[config.mk]
export PLATFORM = sky130hd
export DESIGN_NAME = wwsm_div
export DESIGN_NICKNAME = d
export VERILOG_FILES = /design/src/rtl/wwsm_pkg.sv /design/src/rtl/wwsm_div.sv
export SDC_FILE = /design/constraint.sdc
export NUM_CORES = 2
export LEC_CHECK = 0
export BUFFER_PORTS_ARGS = -buffer_cell sky130_fd_sc_hd__buf_2
export CORE_AREA = 2 2 402 404
export CTS_BUF_LIST = sky130_fd_sc_hd__clkbuf_8
export CTS_CLUSTER_DIAMETER = 40
export DETAILED_ROUTE_END_ITERATION = 10
export DIE_AREA = 0 0 404 406
export PLACE_DENSITY = 0.51
export SYNTH_ARGS = -nofsm -noshare
export SYNTH_HDL_FRONTEND = slang
export SYNTH_SLANG_ARGS = --single-unit
[constraint.sdc]
create_clock -name clk -period 22.1 [get_ports clk]
set_input_delay 3.315 -clock clk [delete_from_list [all_inputs] [get_ports clk]]
set_output_delay 3.315 -clock clk [all_outputs]
set_load 0.005 [all_outputs]
[src/rtl/wwsm_pkg.sv]
// Package for the wide-word stack machine ALU: payload types, operation codes, constants.
`timescale 1ns / 1ps
package wwsm_pkg;

  localparam int LIMB_W = 64;
  localparam int LIMBS  = 4;
  localparam int FUNC_W = 5;

  localparam logic [FUNC_W-1:0] FN_ADD        = 5'd0;
  localparam logic [FUNC_W-1:0] FN_SUB        = 5'd1;
  localparam logic [FUNC_W-1:0] FN_MUL        = 5'd2;
  localparam logic [FUNC_W-1:0] FN_DIV        = 5'd3;
  localparam logic [FUNC_W-1:0] FN_SDIV       = 5'd4;
  localparam logic [FUNC_W-1:0] FN_MOD        = 5'd5;
  localparam logic [FUNC_W-1:0] FN_SMOD       = 5'd6;
  localparam logic [FUNC_W-1:0] FN_ADDMOD     = 5'd7;
  localparam logic [FUNC_W-1:0] FN_MULMOD     = 5'd8;
  localparam logic [FUNC_W-1:0] FN_EXP        = 5'd9;
  localparam logic [FUNC_W-1:0] FN_NOT        = 5'd10;
  localparam logic [FUNC_W-1:0] FN_LT         = 5'd11;
  localparam logic [FUNC_W-1:0] FN_GT         = 5'd12;
  localparam logic [FUNC_W-1:0] FN_SLT        = 5'd13;
  localparam logic [FUNC_W-1:0] FN_SGT        = 5'd14;
  localparam logic [FUNC_W-1:0] FN_EQ         = 5'd15;
  localparam logic [FUNC_W-1:0] FN_ISZERO     = 5'd16;
  localparam logic [FUNC_W-1:0] FN_AND        = 5'd17;
  localparam logic [FUNC_W-1:0] FN_OR         = 5'd18;
  localparam logic [FUNC_W-1:0] FN_XOR        = 5'd19;
  localparam logic [FUNC_W-1:0] FN_BYTE       = 5'd20;
  localparam logic [FUNC_W-1:0] FN_SIGNEXTEND = 5'd21;

  // Byte and signextend index limits.
  localparam int BYTE_COUNT   = 32;
  localparam int SIGNEXT_MAX  = 30;

  typedef struct packed {
    logic [FUNC_W-1:0] func;
    logic [LIMB_W-1:0] operand_a_limb;
    logic [LIMB_W-1:0] operand_b_limb;
    logic [LIMB_W-1:0] operand_c_limb;
    logic              last_limb;
  } in_t;

  typedef struct packed {
    logic [LIMB_W-1:0] result_limb;
    logic              result_last;
  } out_t;

  typedef struct packed {
    logic start;
    logic modular;
  } mul_ctl_t;

endpackage

[src/rtl/wwsm_div.sv]
// Bit-serial restoring divider: (W+1)-bit numerator by W-bit divisor, one quotient bit per cycle.
`timescale 1ns / 1ps
module wwsm_div #(
  parameter int W = wwsm_pkg::LIMBS * wwsm_pkg::LIMB_W
) (
  input  logic         clk,
  input  logic         rst,
  input  logic         start,
  input  logic [W:0]   num,
  input  logic [W-1:0] den,
  output logic         done,
  output logic [W-1:0] quo,
  output logic [W-1:0] rem
);
  import wwsm_pkg::*;

  localparam int CW = $clog2(W + 1);

  logic          busy;
  logic [CW-1:0] cnt;
  logic [W:0]    n;
  logic [W-1:0]  r;
  logic [W-1:0]  d;
  logic [W:0]    rs;
  logic [W+1:0]  diff;
  logic          fits;

  assign rs   = {r, n[W]};
  assign diff = {1'b0, rs} - {2'b00, d};
  assign fits = !diff[W+1];

  always_ff @(posedge clk) begin
    if (rst) begin
      busy <= 1'b0;
      done <= 1'b0;
      cnt  <= '0;
    end else begin
      done <= 1'b0;
      if (start) begin
        busy <= 1'b1;
        cnt  <= CW'(W);
      end else if (busy) begin
        if (cnt == '0) begin
          busy <= 1'b0;
          done <= 1'b1;
        end else begin
          cnt <= cnt - 1'b1;
        end
      end
    end
  end

  // The quotient bits shift in behind the numerator bits as they leave.
  always_ff @(posedge clk) begin
    if (start) begin
      n <= num;
      r <= '0;
      d <= den;
    end else if (busy) begin
      n <= {n[W-1:0], fits};
      r <= fits ? diff[W-1:0] : rs[W-1:0];
    end
  end

  assign quo = n[W-1:0];
  assign rem = r;

endmodule

==> flow_metrics.env <==
export IMPL_hold_viol_final=0
export IMPL_postSynth_asyncResetShare=0
export IMPL_p_per_area_mw_per_mm2=78.1
export IMPL_dpl_cell_area_mm2=0.0573
export IMPL_p_int_mw=3.13
export IMPL_worst_slack_setup_final_ns=16.00
export IMPL_hold_end="done"
export IMPL_finClkSkew_ns=0.0765
export IMPL_worst_hold_startpoint="cnt[8]"
export IMPL_nets=7382
export IMPL_drt_first_pass_iters=6
export IMPL_numClockSinks=780
export IMPL_p_comb_frac=0.250
export IMPL_setup_worst_path_end_class="register"
export IMPL_largest_net_degree_at_the_start_of_global_routing=168
export IMPL_pwr_share_seq=0.376
export IMPL_final_replace_weighted_congestion=0.989
export IMPL_rows=147
export IMPL_max_stage_delay_ns=0.68
export IMPL_timing_final_crit_share=0.276
export IMPL_fmax_mhz=164
export IMPL_synth_simple_gate_area_frac=0.148
export IMPL_p_switching_mw=1.65
export IMPL_hold_ws_ns=0.469
export IMPL_ctsHtreeMaxLevel=4
export IMPL_most_frequent_cells_in_the_layout="sky130_fd_sc_hd__buf_2, sky130_fd_sc_hd__nand2_1, sky130_fd_sc_hd__a21oi_1"
export IMPL_worst_slew_margin_rel=0.108
export IMPL_layout_drive_gt1_share=0.246
export IMPL_report_final_slew_viol_count=0
export IMPL_fill_cells=16600
export IMPL_synth_ff_latch_count=780
export IMPL_ys_types=96
export IMPL_syn_area_per_cell_um2=8.84
export IMPL_power_switching_fraction=0.344
export IMPL_layout_cells_most_common="sky130_fd_sc_hd__buf_2"
export IMPL_p_leak_nw=25.4
export IMPL_synth_adder_area_share=0.0615
export IMPL_fin_tns_setup_ns=0
export IMPL_area_delta_synth_final_pct=16.5
export IMPL_cts_buffers_inserted=174
export IMPL_timing_critical_path_max_delay_family="compound AO/OA/AOI/OAI gates"
export IMPL_post_dp_hpwl_um=203000
export IMPL_edff_count_synth=513
export IMPL_worstReg2RegStart="rem[0]"
export IMPL_crit_arrival_ns=6.86
export IMPL_synth_top_flop_cell="sky130_fd_sc_hd__edfxtp_1"
export IMPL_cts_root_buf="sky130_fd_sc_hd__clkbuf_8"
export IMPL_drt_wirelength_per_cell_um=28.4
export IMPL_area_share_of_xor_xnor_cells_in_the_synthesized_design=0.0407
export IMPL_worst_slew_pin_slew_ns=1.32
export IMPL_post_cts_resize_count=0
export IMPL_die_area_mm2=0.164
export IMPL_place_port_buffers=1028
export IMPL_hold_path_class="register to register"
export IMPL_num_vias=49300
export IMPL_worstPathCellList="ha_1 -> nor2b_1 -> o31a_1 -> o311ai_1 -> a31oi_1 -> o211ai_1 -> nand4_1 -> a41oi_2 -> o31a_2 -> o31a_2 -> buf_12 -> buf_4 -> o21ai_0 -> mux2i_1 -> nor2_1"
export IMPL_mappedNetlistNets=6720
export IMPL_die_width_um=404
export IMPL_routed_via_density=5.56
export IMPL_timing_critical_path_mode_cell="sky130_fd_sc_hd__o31a_2"
export IMPL_ff2ff_path_depth=15
export IMPL_worstReg2RegEnd="rem[64]"
export IMPL_tritoncts="done"
export IMPL_finalWorstPathRequiredPeriod_ns=6.11
export IMPL_coreArea_mm2=0.160
export IMPL_clkPwrFrac=0.375
export IMPL_outcome="complete, no violations"
export IMPL_timing_hold_worst_path_depth=1
export IMPL_floorplan_initialDensity=0.329
export IMPL_post_synth_instance_area_mm2=0.0526
export IMPL_grt_pass1_wl_um=350000
export IMPL_cp_buffers_inverters=2
export IMPL_synth_top_family_by_area="compound AO/OA/AOI/OAI gates"
export IMPL_postLayoutCoreUtil=0.384
export IMPL_grtUsageTotal=0.295
export IMPL_finish_instance_area_mm2=0.0612
export IMPL_max_vdd_ir_drop_uv=73.4
export IMPL_setup_violations=0
export IMPL_top_ports=1029
export IMPL_post_cts_setup_buffers=0
export IMPL_worstSetupPathType="register to register"
export IMPL_number_of_antenna_violations_at_the_first_check_in_global_routing=45
export IMPL_crit_fanout=167
export IMPL_ant_nets=0
export IMPL_yosysWarnings=0
export IMPL_critical_path_slowest_cell="sky130_fd_sc_hd__buf_4"
export IMPL_finalNonFillerCells=8865
export IMPL_clock_insertion_delay_worst_skew_ns=0.95
export IMPL_report_power_total_mw=4.78
export IMPL_worst_ep_required_time_ns=22.86
export IMPL_wirelength_um=252000
export IMPL_rsz_0062_raised_after_global_routing="false"
export IMPL_die_height_um=406
export IMPL_synth_area_in_compound_gates=0.205
export IMPL_max_buffers_root_to_sink=3
export IMPL_detailedRoute_firstIterationViolations=4022
export IMPL_max_cap_viol_count=0
export IMPL_synth_seq_area_share=0.395
export IMPL_setup_reg_to_reg_worst_slack_ns=16.00
export IMPL_detail_route_drc_violations=0
export IMPL_dp_worst_setup_slack_ns=15.56
export IMPL_global_route_overflow=0
export IMPL_first_global_vias=47800
export IMPL_worst_setup_path_start_kind="register"
export IMPL_yosys_mux_area_fraction=0.0591
export IMPL_clk_pin_slew_ns=0.05
export IMPL_synthCells=5946
export IMPL_cts_hold_repair_buffers=0
export IMPL_post_place_cells=8518
==> routing by layer <==
metal  track usage  part of all wire  up-vias
met4         0.184             0.069       36
met2         0.471              0.45     1994
met3        0.0683             0.071      517
li1              -                 -    22700
met5             0            0.0011        -
met1         0.359              0.41    24000
==> cell type report <==
type                       instances  area, um^2  area share
clock buffer                     188        2590      0.0423
inverter                         361        1360      0.0223
timing repair buffer            1071        5520      0.0901
clock inverter                   137        1250      0.0204
sequential                       780       20800       0.339
multi-input combinational       4220       27100       0.443
antenna                           22        55.1    0.000899
tap                             2086        2610      0.0426
==> synth_stat cells, drive strengths merged, types with 64 or more instances <==
master  number  area, um^2
edfxtp     513       15400
mux2       259        2920
nand3       64         320
nor2       515        1940
nand4      177        1170
ha         257        3220
dfxtp      267        5350
a21oi      555        2780
o21bai     118         886
a311oi     152        1330
xor2        87         762
clkbuf     217         817
nand2      708        2660
xnor2      157        1380
nor3        92         482
a21o       112         841
buf        368        2570
o21ai      403        2020
inv        361        1360
==> worst max-delay path by stage <==
stage / from / to / slack, ns / depth (start not counted)
CTS: rem[0] / rem[64] / 16.03 / 15
global route: d[1] / rem[64] / 15.67 / 16
detailed placement: start / n[86] / 15.56 / 5
global placement: start / d[42] / 15.61 / 4
finish: rem[0] / rem[64] / 16.00 / 15
floorplan: start / n[0] / 12.46 / 5
==> logic make-up after synthesis <==
logic type,Yosys count
AND/OR/NAND/NOR,1736
AO/OA/AOI/OAI,1704
buffers and inverters,946
flip-flops,780
XOR/XNOR,244
multiplexers,278
adder cells (fa/ha/maj),258
==> state kept, by name, summed over array words and instances (netlist names) <==
name,count
n,257
busy,1
d,256
cnt,9
rem,256
done,1
==> power groups by stage <==
stage / Sequential, mW / Combinational, mW / Clock (mW)
6_report: 1.80 / 1.19 / 1.79
4_1_cts: 1.80 / 1.18 / 1.84
2_1_floorplan: 1.79 / 0.758 / 0
5_1_grt: 1.81 / 1.28 / 1.90
3_5_place_dp: 1.82 / 1.17 / 0
3_3_place_gp: 1.82 / 1.18 / 0
==> worst reg2reg max path: stages (launching register included) <==
cell,delay (ns)
sky130_fd_sc_hd__dfxtp_1,0.44
sky130_fd_sc_hd__ha_1,0.26
sky130_fd_sc_hd__nor2b_1,0.14
sky130_fd_sc_hd__o31a_1,0.31
sky130_fd_sc_hd__o311ai_1,0.44
sky130_fd_sc_hd__a31oi_1,0.36
sky130_fd_sc_hd__o211ai_1,0.60
sky130_fd_sc_hd__nand4_1,0.36
sky130_fd_sc_hd__a41oi_2,0.40
sky130_fd_sc_hd__o31a_2,0.29
sky130_fd_sc_hd__o31a_2,0.43
sky130_fd_sc_hd__buf_12,0.66
sky130_fd_sc_hd__buf_4,0.77
sky130_fd_sc_hd__o21ai_0,0.28
sky130_fd_sc_hd__mux2i_1,0.16
sky130_fd_sc_hd__nor2_1,0.05
Note: power is estimated with default switching activity, not from simulation.
